==> src/rtl/core/one_shot_timer_pool_defines.svh <==
// Assertion macros for the one-shot timer pool.
// Users must have clk and rst_n in scope; no other dependencies.
`ifndef ONE_SHOT_TIMER_POOL_DEFINES_SVH
`define ONE_SHOT_TIMER_POOL_DEFINES_SVH

// Same-cycle implication, disabled during reset
`define OSTP_ASSERT_SAME(label, ante, cons, msg) \
    label: assert property (@(posedge clk) disable iff (!rst_n) (ante) |-> (cons)) \
        else $error(msg);

// Next-cycle implication, disabled during reset
`define OSTP_ASSERT_NEXT(label, ante, cons, msg) \
    label: assert property (@(posedge clk) disable iff (!rst_n) (ante) |=> (cons)) \
        else $error(msg);

`endif

==> src/rtl/core/ostp_pkg.sv <==
// Shared types and constants for the one-shot timer pool.
// No dependencies.
package ostp_pkg;

    localparam int TIMER_SLOTS = 16;
    localparam int SLOT_W      = $clog2(TIMER_SLOTS);
    localparam int CNT_W       = $clog2(TIMER_SLOTS + 1);
    localparam int FUNC_W      = 2;
    localparam int KIND_W      = 3;
    localparam int HID_W       = 8;
    localparam int TMO_W       = 16;
    localparam int COOKIE_W    = 16;
    localparam int DATA_W      = TMO_W + COOKIE_W + HID_W;

    typedef enum logic [FUNC_W-1:0] {
        FUNC_START  = 2'd0,
        FUNC_TICK   = 2'd1,
        FUNC_CANCEL = 2'd2,
        FUNC_NOP    = 2'd3
    } func_t;

    typedef enum logic [KIND_W-1:0] {
        KIND_STARTED   = 3'd0,
        KIND_DROPPED   = 3'd1,
        KIND_CANCELED  = 3'd2,
        KIND_FIRED     = 3'd3,
        KIND_IDLE_TICK = 3'd4
    } kind_t;

    // One slot's record as held in the slot RAM
    typedef struct packed {
        logic [TMO_W-1:0]    tmo;
        logic [COOKIE_W-1:0] cookie;
        logic [HID_W-1:0]    hid;
    } slot_rec_t;

    // Slot-order RAM address select
    typedef enum logic [1:0] {
        OA_N     = 2'd0,
        OA_BOUND = 2'd1,
        OA_FREE  = 2'd2
    } ord_sel_t;

    // Slot RAM write mode
    typedef enum logic [1:0] {
        DW_NONE = 2'd0,
        DW_DEC  = 2'd1,
        DW_CLR  = 2'd2,
        DW_NEW  = 2'd3
    } data_wr_t;

    // Terminal result to emit
    typedef enum logic [2:0] {
        EMIT_NONE     = 3'd0,
        EMIT_STARTED  = 3'd1,
        EMIT_DROPPED  = 3'd2,
        EMIT_CANCELED = 3'd3,
        EMIT_TICK_END = 3'd4
    } emit_t;

    typedef enum logic [3:0] {
        ST_IDLE      = 4'd0,
        ST_DISPATCH  = 4'd1,
        ST_START_RD  = 4'd2,
        ST_START_WR  = 4'd3,
        ST_WALK_RD   = 4'd4,
        ST_WALK_SLOT = 4'd5,
        ST_WALK_EVAL = 4'd6,
        ST_SWAP_A    = 4'd7,
        ST_SWAP_B    = 4'd8
    } state_t;

    // Controller to datapath
    typedef struct packed {
        logic     latch;
        ord_sel_t ord_sel;
        logic     ord_we;
        logic     cap_slot;
        logic     cap_other;
        data_wr_t data_wr;
        logic     n_inc;
        logic     release_slot;
        logic     active_inc;
        logic     fire;
        emit_t    emit;
    } ostp_cmd_t;

    // Datapath to controller
    typedef struct packed {
        func_t func;
        logic  pool_full;
        logic  walk_done;
        logic  tmo_zero;
        logic  hid_match;
    } ostp_status_t;

endpackage

==> src/rtl/core/ostp_ram.sv <==
// Generic single-port RAM with registered read (read-before-write).
// No dependencies.
module ostp_ram #(
    parameter int WIDTH = 8,
    parameter int DEPTH = 16
) (
    input  logic                     clk,
    input  logic                     we,
    input  logic [$clog2(DEPTH)-1:0] addr,
    input  logic [WIDTH-1:0]         wdata,
    output logic [WIDTH-1:0]         rdata
);

    logic [WIDTH-1:0] mem_reg [DEPTH];
    logic [WIDTH-1:0] rdata_reg;

    // Storage and read register
    always_ff @(posedge clk)
    begin
        if (we)
        begin
            mem_reg[addr] <= wdata;
        end
        rdata_reg <= mem_reg[addr];
    end

    assign rdata = rdata_reg;

endmodule

==> src/rtl/core/ostp_ctrl.sv <==
// Sequencer for the timer pool: decodes requests and walks the active list.
// Depends on ostp_pkg.
module ostp_ctrl (
    input  logic                  clk,
    input  logic                  rst_n,
    input  logic                  start,
    input  ostp_pkg::ostp_status_t status,
    output ostp_pkg::ostp_cmd_t    cmd,
    output logic                  busy
);
    import ostp_pkg::*;

    state_t state_reg;
    state_t state_next;

    // State register
    always_ff @(posedge clk or negedge rst_n)
    begin
        if (!rst_n)
        begin
            state_reg <= ST_IDLE;
        end
        else
        begin
            state_reg <= state_next;
        end
    end

    // Next state
    always_comb
    begin
        state_next = state_reg;
        case (state_reg)
            ST_IDLE:
            begin
                if (start)
                begin
                    state_next = ST_DISPATCH;
                end
            end
            ST_DISPATCH:
            begin
                case (status.func)
                    FUNC_START:
                    begin
                        state_next = status.pool_full ? ST_IDLE : ST_START_RD;
                    end
                    FUNC_TICK, FUNC_CANCEL:
                    begin
                        state_next = ST_WALK_RD;
                    end
                    default:
                    begin
                        state_next = ST_IDLE;
                    end
                endcase
            end
            ST_START_RD:  state_next = ST_START_WR;
            ST_START_WR:  state_next = ST_IDLE;
            ST_WALK_RD:
            begin
                state_next = status.walk_done ? ST_IDLE : ST_WALK_SLOT;
            end
            ST_WALK_SLOT: state_next = ST_WALK_EVAL;
            ST_WALK_EVAL:
            begin
                if (status.func == FUNC_TICK && status.tmo_zero)
                begin
                    state_next = ST_SWAP_A;
                end
                else
                begin
                    state_next = ST_WALK_RD;
                end
            end
            ST_SWAP_A:    state_next = ST_SWAP_B;
            ST_SWAP_B:    state_next = ST_WALK_RD;
            default:      state_next = ST_IDLE;
        endcase
    end

    // Command outputs
    always_comb
    begin
        cmd              = '0;
        cmd.ord_sel      = OA_N;
        cmd.data_wr      = DW_NONE;
        cmd.emit         = EMIT_NONE;
        case (state_reg)
            ST_IDLE:
            begin
                cmd.latch = start;
            end
            ST_DISPATCH:
            begin
                if (status.func == FUNC_START && status.pool_full)
                begin
                    cmd.emit = EMIT_DROPPED;
                end
            end
            ST_START_RD:
            begin
                cmd.ord_sel = OA_FREE;
            end
            ST_START_WR:
            begin
                cmd.cap_slot   = 1'b1;
                cmd.data_wr    = DW_NEW;
                cmd.active_inc = 1'b1;
                cmd.emit       = EMIT_STARTED;
            end
            ST_WALK_RD:
            begin
                if (status.walk_done)
                begin
                    cmd.emit = (status.func == FUNC_TICK) ? EMIT_TICK_END : EMIT_CANCELED;
                end
            end
            ST_WALK_SLOT:
            begin
                cmd.cap_slot = 1'b1;
            end
            ST_WALK_EVAL:
            begin
                if (status.func == FUNC_TICK)
                begin
                    if (status.tmo_zero)
                    begin
                        // release: fetch the boundary entry for the swap
                        cmd.fire    = 1'b1;
                        cmd.ord_sel = OA_BOUND;
                    end
                    else
                    begin
                        cmd.data_wr = DW_DEC;
                        cmd.n_inc   = 1'b1;
                    end
                end
                else
                begin
                    cmd.data_wr = status.hid_match ? DW_CLR : DW_NONE;
                    cmd.n_inc   = 1'b1;
                end
            end
            ST_SWAP_A:
            begin
                cmd.cap_other = 1'b1;
                cmd.ord_sel   = OA_BOUND;
                cmd.ord_we    = 1'b1;
            end
            ST_SWAP_B:
            begin
                cmd.ord_sel      = OA_N;
                cmd.ord_we       = 1'b1;
                cmd.release_slot = 1'b1;
                cmd.n_inc        = 1'b1;
            end
            default:
            begin
                cmd.latch = 1'b0;
            end
        endcase
    end

    assign busy = (state_reg != ST_IDLE);

endmodule

==> src/rtl/core/ostp_dp.sv <==
// Datapath for the timer pool: slot-order and slot RAMs, walk counters,
// pending fired result and result registers. Depends on ostp_pkg, ostp_ram.
module ostp_dp (
    input  logic                               clk,
    input  logic                               rst_n,
    input  ostp_pkg::ostp_cmd_t                 cmd,
    input  logic [ostp_pkg::FUNC_W-1:0]        func,
    input  logic [ostp_pkg::HID_W-1:0]         handler_id,
    input  logic [ostp_pkg::TMO_W-1:0]         timeout,
    input  logic [ostp_pkg::COOKIE_W-1:0]      cookie,
    output ostp_pkg::ostp_status_t              status,
    output logic                               result_valid,
    output logic [ostp_pkg::KIND_W-1:0]        kind,
    output logic [ostp_pkg::HID_W-1:0]         fired_handler,
    output logic [ostp_pkg::COOKIE_W-1:0]      fired_cookie,
    output logic                               last
);
    import ostp_pkg::*;

    // Latched request
    func_t               func_reg;
    logic [HID_W-1:0]    hid_reg;
    logic [TMO_W-1:0]    tmo_reg;
    logic [COOKIE_W-1:0] cookie_reg;

    // Walk state
    logic [CNT_W-1:0]    active_reg, active_next;
    logic [CNT_W-1:0]    n_reg, n_next;
    logic [SLOT_W-1:0]   s_reg, other_reg;
    logic [CNT_W-1:0]    bound;
    logic [CNT_W-1:0]    free_pos;

    // Slot-order RAM and its reset-value overlay
    logic [TIMER_SLOTS-1:0] ord_valid_reg, ord_valid_next;
    logic                   ord_vq_reg;
    logic [SLOT_W-1:0]      ord_aq_reg;
    logic [SLOT_W-1:0]      ord_addr, ord_wdata, ord_q, ord_rdata;

    // Slot RAM
    logic [SLOT_W-1:0] data_addr;
    logic              data_we;
    slot_rec_t         data_wdata, rec;
    logic [DATA_W-1:0] data_q;

    // Pending fired result and output registers
    logic                pend_valid_reg, pend_valid_next;
    logic [HID_W-1:0]    pend_hid_reg;
    logic [COOKIE_W-1:0] pend_cookie_reg;
    logic                out_valid_reg, out_valid_next;
    kind_t               out_kind_reg, out_kind_next;
    logic [HID_W-1:0]    out_hid_reg, out_hid_next;
    logic [COOKIE_W-1:0] out_cookie_reg, out_cookie_next;
    logic                out_last_reg, out_last_next;

    // Boundary of the active region and the free slot below it
    assign bound    = CNT_W'(TIMER_SLOTS) - active_reg;
    assign free_pos = CNT_W'(TIMER_SLOTS - 1) - active_reg;

    // Slot-order addressing
    always_comb
    begin
        case (cmd.ord_sel)
            OA_N:     ord_addr = n_reg[SLOT_W-1:0];
            OA_BOUND: ord_addr = bound[SLOT_W-1:0];
            OA_FREE:  ord_addr = free_pos[SLOT_W-1:0];
            default:  ord_addr = n_reg[SLOT_W-1:0];
        endcase
    end

    assign ord_wdata = (cmd.ord_sel == OA_BOUND) ? s_reg : other_reg;

    ostp_ram #(
        .WIDTH (SLOT_W),
        .DEPTH (TIMER_SLOTS)
    ) u_ord_ram (
        .clk   (clk),
        .we    (cmd.ord_we),
        .addr  (ord_addr),
        .wdata (ord_wdata),
        .rdata (ord_q)
    );

    // Unwritten entries read as their own position
    assign ord_rdata = ord_vq_reg ? ord_q : ord_aq_reg;

    always_comb
    begin
        ord_valid_next = ord_valid_reg;
        if (cmd.ord_we)
        begin
            ord_valid_next[ord_addr] = 1'b1;
        end
    end

    // Slot RAM access
    assign data_addr = cmd.cap_slot ? ord_rdata : s_reg;
    assign rec       = slot_rec_t'(data_q);
    assign data_we   = (cmd.data_wr != DW_NONE);

    always_comb
    begin
        data_wdata = rec;
        case (cmd.data_wr)
            DW_DEC:  data_wdata.tmo = rec.tmo - TMO_W'(1);
            DW_CLR:  data_wdata.hid = '0;
            DW_NEW:
            begin
                data_wdata.tmo    = tmo_reg;
                data_wdata.cookie = cookie_reg;
                data_wdata.hid    = hid_reg;
            end
            default: data_wdata = rec;
        endcase
    end

    ostp_ram #(
        .WIDTH (DATA_W),
        .DEPTH (TIMER_SLOTS)
    ) u_slot_ram (
        .clk   (clk),
        .we    (data_we),
        .addr  (data_addr),
        .wdata (data_wdata),
        .rdata (data_q)
    );

    // Counters
    always_comb
    begin
        active_next = active_reg;
        if (cmd.active_inc)
        begin
            active_next = active_reg + CNT_W'(1);
        end
        else if (cmd.release_slot)
        begin
            active_next = active_reg - CNT_W'(1);
        end

        n_next = n_reg;
        if (cmd.latch)
        begin
            n_next = bound;
        end
        else if (cmd.n_inc)
        begin
            n_next = n_reg + CNT_W'(1);
        end
    end

    // Result sequencing: a fire is held back until we know if it is last
    always_comb
    begin
        pend_valid_next = pend_valid_reg;
        out_valid_next  = 1'b0;
        out_kind_next   = KIND_STARTED;
        out_hid_next    = '0;
        out_cookie_next = '0;
        out_last_next   = 1'b1;

        if (cmd.latch)
        begin
            pend_valid_next = 1'b0;
        end

        if (cmd.fire && rec.hid != '0)
        begin
            pend_valid_next = 1'b1;
            if (pend_valid_reg)
            begin
                out_valid_next  = 1'b1;
                out_kind_next   = KIND_FIRED;
                out_hid_next    = pend_hid_reg;
                out_cookie_next = pend_cookie_reg;
                out_last_next   = 1'b0;
            end
        end

        case (cmd.emit)
            EMIT_STARTED:
            begin
                out_valid_next = 1'b1;
                out_kind_next  = KIND_STARTED;
            end
            EMIT_DROPPED:
            begin
                out_valid_next = 1'b1;
                out_kind_next  = KIND_DROPPED;
            end
            EMIT_CANCELED:
            begin
                out_valid_next = 1'b1;
                out_kind_next  = KIND_CANCELED;
            end
            EMIT_TICK_END:
            begin
                out_valid_next = 1'b1;
                if (pend_valid_reg)
                begin
                    out_kind_next   = KIND_FIRED;
                    out_hid_next    = pend_hid_reg;
                    out_cookie_next = pend_cookie_reg;
                end
                else
                begin
                    out_kind_next = KIND_IDLE_TICK;
                end
            end
            default:
            begin
                // no terminal result this cycle
            end
        endcase
    end

    // Control registers
    always_ff @(posedge clk or negedge rst_n)
    begin
        if (!rst_n)
        begin
            active_reg     <= '0;
            n_reg          <= '0;
            ord_valid_reg  <= '0;
            pend_valid_reg <= 1'b0;
            out_valid_reg  <= 1'b0;
        end
        else
        begin
            active_reg     <= active_next;
            n_reg          <= n_next;
            ord_valid_reg  <= ord_valid_next;
            pend_valid_reg <= pend_valid_next;
            out_valid_reg  <= out_valid_next;
        end
    end

    // Payload registers
    always_ff @(posedge clk)
    begin
        ord_vq_reg <= ord_valid_reg[ord_addr];
        ord_aq_reg <= ord_addr;
        if (cmd.latch)
        begin
            func_reg   <= func_t'(func);
            hid_reg    <= handler_id;
            tmo_reg    <= timeout;
            cookie_reg <= cookie;
        end
        if (cmd.cap_slot)
        begin
            s_reg <= ord_rdata;
        end
        if (cmd.cap_other)
        begin
            other_reg <= ord_rdata;
        end
        if (cmd.fire && rec.hid != '0)
        begin
            pend_hid_reg    <= rec.hid;
            pend_cookie_reg <= rec.cookie;
        end
        out_kind_reg   <= out_kind_next;
        out_hid_reg    <= out_hid_next;
        out_cookie_reg <= out_cookie_next;
        out_last_reg   <= out_last_next;
    end

    // Status
    assign status.func      = func_reg;
    assign status.pool_full = (active_reg == CNT_W'(TIMER_SLOTS));
    assign status.walk_done = (n_reg == CNT_W'(TIMER_SLOTS));
    assign status.tmo_zero  = (rec.tmo == '0);
    assign status.hid_match = (rec.hid == hid_reg);

    assign result_valid  = out_valid_reg;
    assign kind          = out_kind_reg;
    assign fired_handler = out_hid_reg;
    assign fired_cookie  = out_cookie_reg;
    assign last          = out_last_reg;

endmodule

==> src/rtl/core/one_shot_timer_pool.sv <==
// Top level of the one-shot timer pool: sequencer plus datapath.
// Depends on ostp_pkg, ostp_ctrl, ostp_dp, one_shot_timer_pool_defines.svh.
//
//  channel   | handshake                 | payload
//  ----------+---------------------------+----------------------------------------
//  request   | start in, busy out        | func, handler_id, timeout, cookie
//  result    | result_valid out (1 cyc)  | kind, fired_handler, fired_cookie, last
//
// A request is taken when start is high and busy is low.
// Start: dispatch, free-slot read, write. Cancel: dispatch, then read, slot and
// eval states per active slot. Tick: as Cancel, plus SWAP_A and SWAP_B per
// released slot; the single-port RAMs and their registered reads set these steps.
// Results leave one per cycle at most and cannot be stalled; last marks the end.
// Async reset empties the pool; no clearing pass is needed.
module one_shot_timer_pool (
    input  logic                          clk,
    input  logic                          rst_n,
    input  logic                          start,
    input  logic [ostp_pkg::FUNC_W-1:0]   func,
    input  logic [ostp_pkg::HID_W-1:0]    handler_id,
    input  logic [ostp_pkg::TMO_W-1:0]    timeout,
    input  logic [ostp_pkg::COOKIE_W-1:0] cookie,
    output logic                          busy,
    output logic                          result_valid,
    output logic [ostp_pkg::KIND_W-1:0]   kind,
    output logic [ostp_pkg::HID_W-1:0]    fired_handler,
    output logic [ostp_pkg::COOKIE_W-1:0] fired_cookie,
    output logic                          last
);
    import ostp_pkg::*;

`include "one_shot_timer_pool_defines.svh"

    ostp_cmd_t    cmd;
    ostp_status_t status;

    ostp_ctrl u_ctrl (
        .clk    (clk),
        .rst_n  (rst_n),
        .start  (start),
        .status (status),
        .cmd    (cmd),
        .busy   (busy)
    );

    ostp_dp u_dp (
        .clk           (clk),
        .rst_n         (rst_n),
        .cmd           (cmd),
        .func          (func),
        .handler_id    (handler_id),
        .timeout       (timeout),
        .cookie        (cookie),
        .status        (status),
        .result_valid  (result_valid),
        .kind          (kind),
        .fired_handler (fired_handler),
        .fired_cookie  (fired_cookie),
        .last          (last)
    );

    // Checks
`OSTP_ASSERT_SAME(a_mid_result_fired, result_valid && !last, kind == KIND_FIRED, "non-final result is not a fire")
`OSTP_ASSERT_NEXT(a_more_follows, result_valid && !last, busy, "walk ended after a non-final result")
`OSTP_ASSERT_SAME(a_last_idle, result_valid && last, !busy, "final result while still busy")
`OSTP_ASSERT_NEXT(a_accept_quiet, start && !busy, busy && !result_valid, "result right after accept")

endmodule
==> config.mk <==
export PLATFORM = sky130hd
export DESIGN_NAME = one_shot_timer_pool
export DESIGN_NICKNAME = d
export VERILOG_FILES = /design/src/rtl/core/ostp_pkg.sv /design/src/rtl/core/ostp_ram.sv /design/src/rtl/core/ostp_ctrl.sv /design/src/rtl/core/ostp_dp.sv /design/src/rtl/core/one_shot_timer_pool.sv
export VERILOG_INCLUDE_DIRS = /design/src /design/src/rtl/core
export SDC_FILE = /design/constraint.sdc
export NUM_CORES = 1
export LEC_CHECK = 0
export BUFFER_PORTS_ARGS = -buffer_cell sky130_fd_sc_hd__buf_2
export CAP_MARGIN = 20
export CORE_MARGIN = 2
export CORE_UTILIZATION = 55
export DETAILED_ROUTE_END_ITERATION = 10
export GPL_ROUTABILITY_DRIVEN = 0
export PLACE_DENSITY = 0.84
export RECOVER_POWER = 25
export SLEW_MARGIN = 20
export SYNTH_ARGS = -nofsm -noshare
export SYNTH_HDL_FRONTEND = slang
export SYNTH_SLANG_ARGS = --single-unit
export TNS_END_PERCENT = 20
==> constraint.sdc <==
create_clock -name clk -period 4.9 [get_ports clk]
set_input_delay 0 -clock clk [delete_from_list [all_inputs] [get_ports clk]]
set_output_delay 0 -clock clk [all_outputs]
set_load 0.1 [all_outputs]
After elaboration in Yosys (flattened, before gate mapping)

Memory sizes are Yosys's and may differ from the RTL's. A register that Yosys moved wholly into a read port is not among the register bits.
Cells that the tools add are included.

Bits in registers: 139
Memory bits (writable): 704
Bits of input ports: 45
Output and inout bits: 30
Word-level logic and storage cells: 135
Memories kept: 2

Memories:

| name                    | depth | width | read ports | clocked after Yosys merged registers in | wr ports | RTL line       | RTL |
|---|---|---|---|---|---|---|---|
| u_dp.u_slot_ram.mem_reg | 16    | 40    | 1          | 1                                       | 1        | ostp_ram.sv:14 | `logic [WIDTH-1:0] mem_reg [DEPTH];` |
| u_dp.u_ord_ram.mem_reg  | 16    | 4     | 1          | 1                                       | 1        | ostp_ram.sv:14 |  |

Add/sub/neg operators: 6
$lt $le $gt $ge: 2
Equal/unequal tests: 23
Muxes and demuxes: 64
Bitwise operators: 1
Reduce and logical (&&, ||, !) cells: 17

Operator list:

| cell                    | count |
|---|---|
| $mux W16                | 5 |
| $mux W8                 | 4 |
| $pmux W16 S2            | 1 |
| $pmux W4 S8             | 1 |
| $mux W1                 | 22 |
| $mux W5                 | 4 |
| $mux W3                 | 6 |
| $eq A4 B3 Y1 const B    | 4 |
| $logic_not A16 Y1       | 1 |
| $mux W4                 | 4 |
| $or A16 B16 Y16         | 1 |
| $pmux W4 S2             | 2 |
| $pmux W8 S2             | 1 |
| $sub A16 B1 Y16 const B | 1 |
| $mux W2                 | 7 |
| $pmux W3 S4             | 1 |
| $add A5 B1 Y5 const B   | 2 |
| $eq A5 B5 Y1 const B    | 2 |
| $pmux W3 S3             | 1 |
| $eq A2 B2 Y1 const B    | 4 |
| $eq A4 B2 Y1 const B    | 2 |
| $eq A8 B8 Y1            | 1 |
| $reduce_bool A2 Y1      | 4 |
| $reduce_bool A8 Y1      | 1 |
| 23 further kinds        | 31 |

Logic depth before layout (Yosys ltp)

Word-level depth: 11
Depth in mapped cells: 15
Depth with buffers taken out: 14

Modules after synthesis

Synthesis repeated with hierarchy kept, for this count alone.

Cell total of the unflattened synthesis: 1,731
Area, all modules: 33,779.9 sq um

By module, submodules not included:

| module                     | times used | cells an instance | area each (sq um) | seq. area each (sq um) |
|---|---|---|---|---|
| ostp_ram (u_dp.u_slot_ram) | 1          | 1,042             | 24,805.0          | 20,019.2 |
| ostp_dp                    | 1          | 491               | 5,836.8           | 3,543.4 |
| ostp_ram (u_dp.u_ord_ram)  | 1          | 133               | 2,658.8           | 2,001.9 |
| ostp_ctrl                  | 1          | 65                | 479.2             | 100.1 |

Worst setup path after synthesis

Ideal clock, no wire load.

Path type: register -> register
Start: register u_ctrl.state_reg[0]
End: memory u_dp.u_slot_ram.mem_reg[2][0] in the netlist's numbering (enable)
Setup time: 498 ps
Arrival time: 4,759 ps
Data required time: 4,402 ps
Path slack: -356 ps
Stages on the path, launching flop included: 8
Path buffers: 3
Period minus slack after synthesis: 5,256 ps
Cell sequence: dfrtp_1 buf_2 nor3b_4 nand2_1 a311o_1 clkbuf_1 buf_1 a211oi_1

Word-level cells in the longest chain between the ends: 5
Elaborated cells between the ends (all ways): 10
Those cells by class: eq/ne (3); mux (5); reduce/logical (2)

Ends and longest elaborated chain:

| element                                             | RTL line        | RTL |
|---|---|---|
| start, declared                                     | ostp_ctrl.sv:13 | `state_t state_reg;` |
| start signal, assigned                              | ostp_ctrl.sv:25 | `state_reg <= state_next;` |
| $eq A4 B3 Y1 / $eq A4 B2 Y1 (equally long branches) | ostp_ctrl.sv:89 | `case (state_reg)` |
| $pmux W2 S2                                         | ostp_ctrl.sv:89 |  |
| $reduce_bool A2 Y1                                  | ostp_dp.sv:98   | `assign data_we = (cmd.data_wr != DW_NONE);` |
| $mux W1                                             | ostp_ram.sv:20  | `if (we)` |
| $mux W1 (not written as such)                       | ostp_ram.sv:22  | `mem_reg[addr] <= wdata;` |
| end, declared                                       | ostp_ram.sv:14  |  |

Several ways; a longest one is shown, not always the timed one.

Worst setup path after layout

Start: register u_dp.u_slot_ram.rdata_reg[31] (netlist: u_dp.u_slot_ram.rdata[31]) (read register of u_dp.u_slot_ram.mem_reg)
End: register u_dp.out_cookie_reg[7] (netlist: u_dp.fired_cookie[7])

Word-level cells in the longest chain between the ends: 8

Ends and longest elaborated chain:

| element                     | RTL line         | RTL |
|---|---|---|
| start, declared             | ostp_ram.sv:15   | `logic [WIDTH-1:0] rdata_reg;` |
| $logic_not A16 Y1 (*)       | ostp_dp.sv:272   | `assign status.tmo_zero = (rec.tmo == '0);` |
| $mux W1 (*)                 | ostp_ctrl.sv:127 | `if (status.tmo_zero)` |
| $mux W1 (*)                 | ostp_ctrl.sv:125 | `if (status.func == FUNC_TICK)` |
| $mux W1 (*)                 | ostp_ctrl.sv:89  |  |
| $logic_and A1 B1 Y1 (*)     | ostp_dp.sv:166   | `if (cmd.fire && rec.hid != '0)` |
| $mux W16 (*)                | ostp_dp.sv:166   |  |
| $mux W16                    | ostp_dp.sv:198   | `if (pend_valid_reg)` |
| $mux W16 (*)                | ostp_dp.sv:179   | `case (cmd.emit)` |
| net u_dp.out_cookie_next[7] | ostp_dp.sv:52    | `logic [COOKIE_W-1:0] out_cookie_reg, out_cookie_next;` |
| end signal, assigned        | ostp_dp.sv:264   | `out_cookie_reg <= out_cookie_next;` |
| end, declared               | ostp_dp.sv:52    |  |

Mark *: on every way through the listed nets, which the timed path passes. The rest lies on a longest branch.
A chain may end at the register's enable or synchronous reset.

==> results by group <==
Synth
  • Synth warn: 0
  • Synth Area in XOR/XNOR: 0.00466
  • Post-synth ARST share: 0.0361
  • Post-Syn Instances: 2258
  • FF+latch count, synth: around 890
  • Mapped Area: roughly 0.034 mm^2
  • Yosys top cell by area: edfxtp_1
  • Main flop type after synthesis: edfxtp_1
  • Post-Synth Adder-Cell Area: 0.00582
  • Synth Area in Compound Gates: 0.131
  • Post-synthesis simple-gate area fraction: 0.0685
  • Synthesized area per cell: 14.9 um^2
  • Top post-synthesis cells by area: edfxtp_1 69%, dfxtp_1 4.8%, nand2_1 3.2%
  • EDFF count, synth: a little under 800
  • Netlist cell types: 69
  • Post-synthesis sequential area ratio: 0.765
  • Synthesized Nets: 2318
  • Largest family of logic cells by synthesized area: compound AO/OA/AOI/OAI gates
  • Mux share of post-synthesis cell area: 0.00362
  • Top cell type's share of synthesized area: 0.693

Power and ir drop
  • Pwr Density: between 600 and 700 mW/mm^2
  • Logic pwr share: 0.354
  • Switch share: 0.383
  • P_sw: between 0.01 and 0.015 W
  • Peak VDD IR: 0.857 mV
  • Static Leak: 12.7 nW
  • Pwr Total: 0.0267 W
  • Portion of total power attributed to the clock network: 0.250
  • Sequential Power Share: 0.396
  • P_int: ~0.017 W

GRT
  • Initial antenna violation count: 0
  • Gr usage total: 0.274
  • Vias in the first global route: 22404
  • First-pass GRT wire length: 131 mm
  • Pin count of the biggest net entering global routing: 96
  • Gr ovfl total: 0

Finish
  • Diode count: 0
  • Area grow syn2layout: 14.4%
  • Fin cells: approximately 3200
  • Max reg flops: 640
  • Layout cell share with drive strength beyond 1: 0.116
  • FILL cells: about 3900
  • Nets@finish: approximately 2400

Clock tree
  • Reg clk slew, reported paths: 0.07 ns
  • CTS tree: done
  • TritonCTS Buffers: 84
  • H-tree levels: 3
  • CTS Sinks: between 800 and 900
  • CTS Root Buffer Type: clkbuf_16
  • Setup bufs post-CTS: 0
  • Clk buf depth: 3
  • Clk Latency, worst-skew pair: 0.64 ns

Route
  • Residual DRC: 0
  • TritonRoute pass-1 iters: 8
  • DR vias/cell: just under 7
  • Via count: 22232
  • Routed len/inst: 27.3 um
  • Routed wire length: ~88 mm
  • 1st-iter DRT viols: 3961
  • DRT antenna net count: 0

Placed design
  • Port bufs: 74
  • HPWL after DPL: 46.4 mm
  • Placed cell count: a little over 3000

Setup path
  • Crit. End Element: register
  • R2R Setup Slk: approximately 0.31 ns
  • Reg2reg start: u_dp.u_slot_ram.rdata[31]
  • R2R depth: 8
  • CP Launch Point: u_dp.u_slot_ram.rdata[31]
  • Critical path class: register to register
  • Worst Path Max Fanout: 27
  • Setup crit start kind: register
  • CP endpoint: u_dp.fired_cookie[7]
  • CP Data Required Time: 5.46 ns
  • Crit Reg-Reg Endpoint: u_dp.fired_cookie[7]
  • Crit path DAT: 5.15 ns

Floorplan
  • Row count: 90
  • Die height: 251 um
  • Total I/O pin count: 75
  • Core Footprint: between 0.06 and 0.07 mm^2
  • Die Wd: 251 um
  • Initial core utilization: 0.556
  • DIE AREA: ~0.063 mm^2

STA
  • Final Max Slew Viols: 61
  • Fmax: 218 MHz
  • Worst slew pin tran: 2.06 ns
  • Final Hold Fails: 0
  • Relative slew slack: -0.374
  • RSZ-0062 raised after global routing: false
  • Final setup TNS: 0 ns
  • Final worst path period share: 0.936
  • Final min period: 4.59 ns
  • Setup Skew: 0.0319 ns
  • # setup viols final: 0

Run status
  • Status: finished with violations
  • Failing checks: capacitance limit, slew limit

Job
  • Total of max-cap violations: 2

Hold path
  • Worst min path class: input pin to register
critical path, cell delays in order, from the launching register on:
cell,delay [ns]
dfxtp_1,0.36
or3_1,0.51
nor3_4,0.39
nand4_2,0.26
a211oi_4,0.25
clkbuf_1,1.47
o21a_1,0.67
buf_4,0.37
and2_1,0.19
layer usage:
layer | track usage | routed length (um)
met2 | 0.441 | 42100
met5 | 0 | 0
met1 | 0.355 | 31100
met4 | 0.137 | 3900
met3 | 0.0622 | 11200
through the flow:
stage          hold slack [ns]  instance area [um^2]   util  setup slack [ns]
2_1_floorplan           -0.296                 33600      -            -0.356
3_3_place_gp             0.129                 35100  0.582             0.784
3_5_place_dp             0.127                 35100  0.582             0.545
4_1_cts                0.00223                 38400  0.636             0.501
5_1_grt                 0.0720                 38400  0.636            0.0647
6_report                0.0747                 38400  0.636             0.314
cells in the mapped netlist (32+ instances only):
library cell  instances
a211oi_1             94
a21oi_1             139
a31oi_1              86
clkbuf_1            100
dfrtp_1              32
dfxtp_1              81
edfxtp_1            774
nand2_1             290
nor2_1               46
o21ai_0              99
o221ai_1             85
o22ai_1              84
or4_1                41
cell type report:
type,instances,area (um^2),share of cell area
repair buffers,180,1370,0.0357
flip-flops and latches,887,25700,0.669
clock buffers,115,2320,0.0605
inverters,32,120,0.00313
clock inverters,42,499,0.0130
well taps,782,978,0.0255
multi-input cells,1200,7430,0.194
power by group through the flow:
stage | Clock, W | Combinational [W] | Sequential [W]
after floorplan | 0 | 0.00585 | 0.0105
after CTS | 0.00668 | 0.00907 | 0.0106
after global routing | 0.00699 | 0.00993 | 0.0106
after detailed placement | 0 | 0.00890 | 0.0107
final | 0.00668 | 0.00947 | 0.0106
after global placement | 0 | 0.00842 | 0.0106
cells by family (layout without fill, tap and decap cells):
group / Yosys count / after routing
flops: 887 / 887
compound gates: 668 / 668
simple gates: 489 / 489
buf+inv: 171 / 369
xor+xnor: 17 / 17
fa+ha+maj: 15 / 15
mux: 11 / 11
worst min path at each step:
| stage | start | end | cells after the start |
|---|---|---|---|
| final | timeout[5] | u_dp.tmo_reg[5] | 2 |
| after global routing | timeout[4] | u_dp.tmo_reg[4] | 2 |
| after CTS | rst_n | u_dp.ord_valid_reg[8] | 2 |
| after detailed placement | rst_n | u_dp.ord_valid_reg[11] | 1 |
| after global placement | rst_n | u_dp.ord_valid_reg[11] | 1 |
| after floorplan | rst_n | u_ctrl.state_reg[0] | 0 |
placed cells by master (no fill, tap or decap), drive strengths merged, types with 9 or more instances in the layout:
cell / n
dfxtp: 81
inv: 35
nor2: 47
nand2b: 9
a22oi: 18
and2: 26
nand2: 290
buf: 98
clkinv: 22
or2: 17
dfrtp: 32
or4: 41
o22ai: 84
nand3: 12
a31oi: 88
nor3: 14
a211oi: 95
o221ai: 85
a22o: 18
bufinv: 10
edfxtp: 774
dlygate4sd3: 44
a21oi: 139
o21ai: 102
xnor2: 11
clkbuf: 153
ha: 14
timing repair:
| item | in CTS | in global routing |
|---|---|---|
| endpoints found under the hold margin | 79 | 0 |
| gates resized for setup | 0 | 0 |
| hold buffers | 44 | 0 |
No activity file was read; power rests on OpenSTA's default activity.
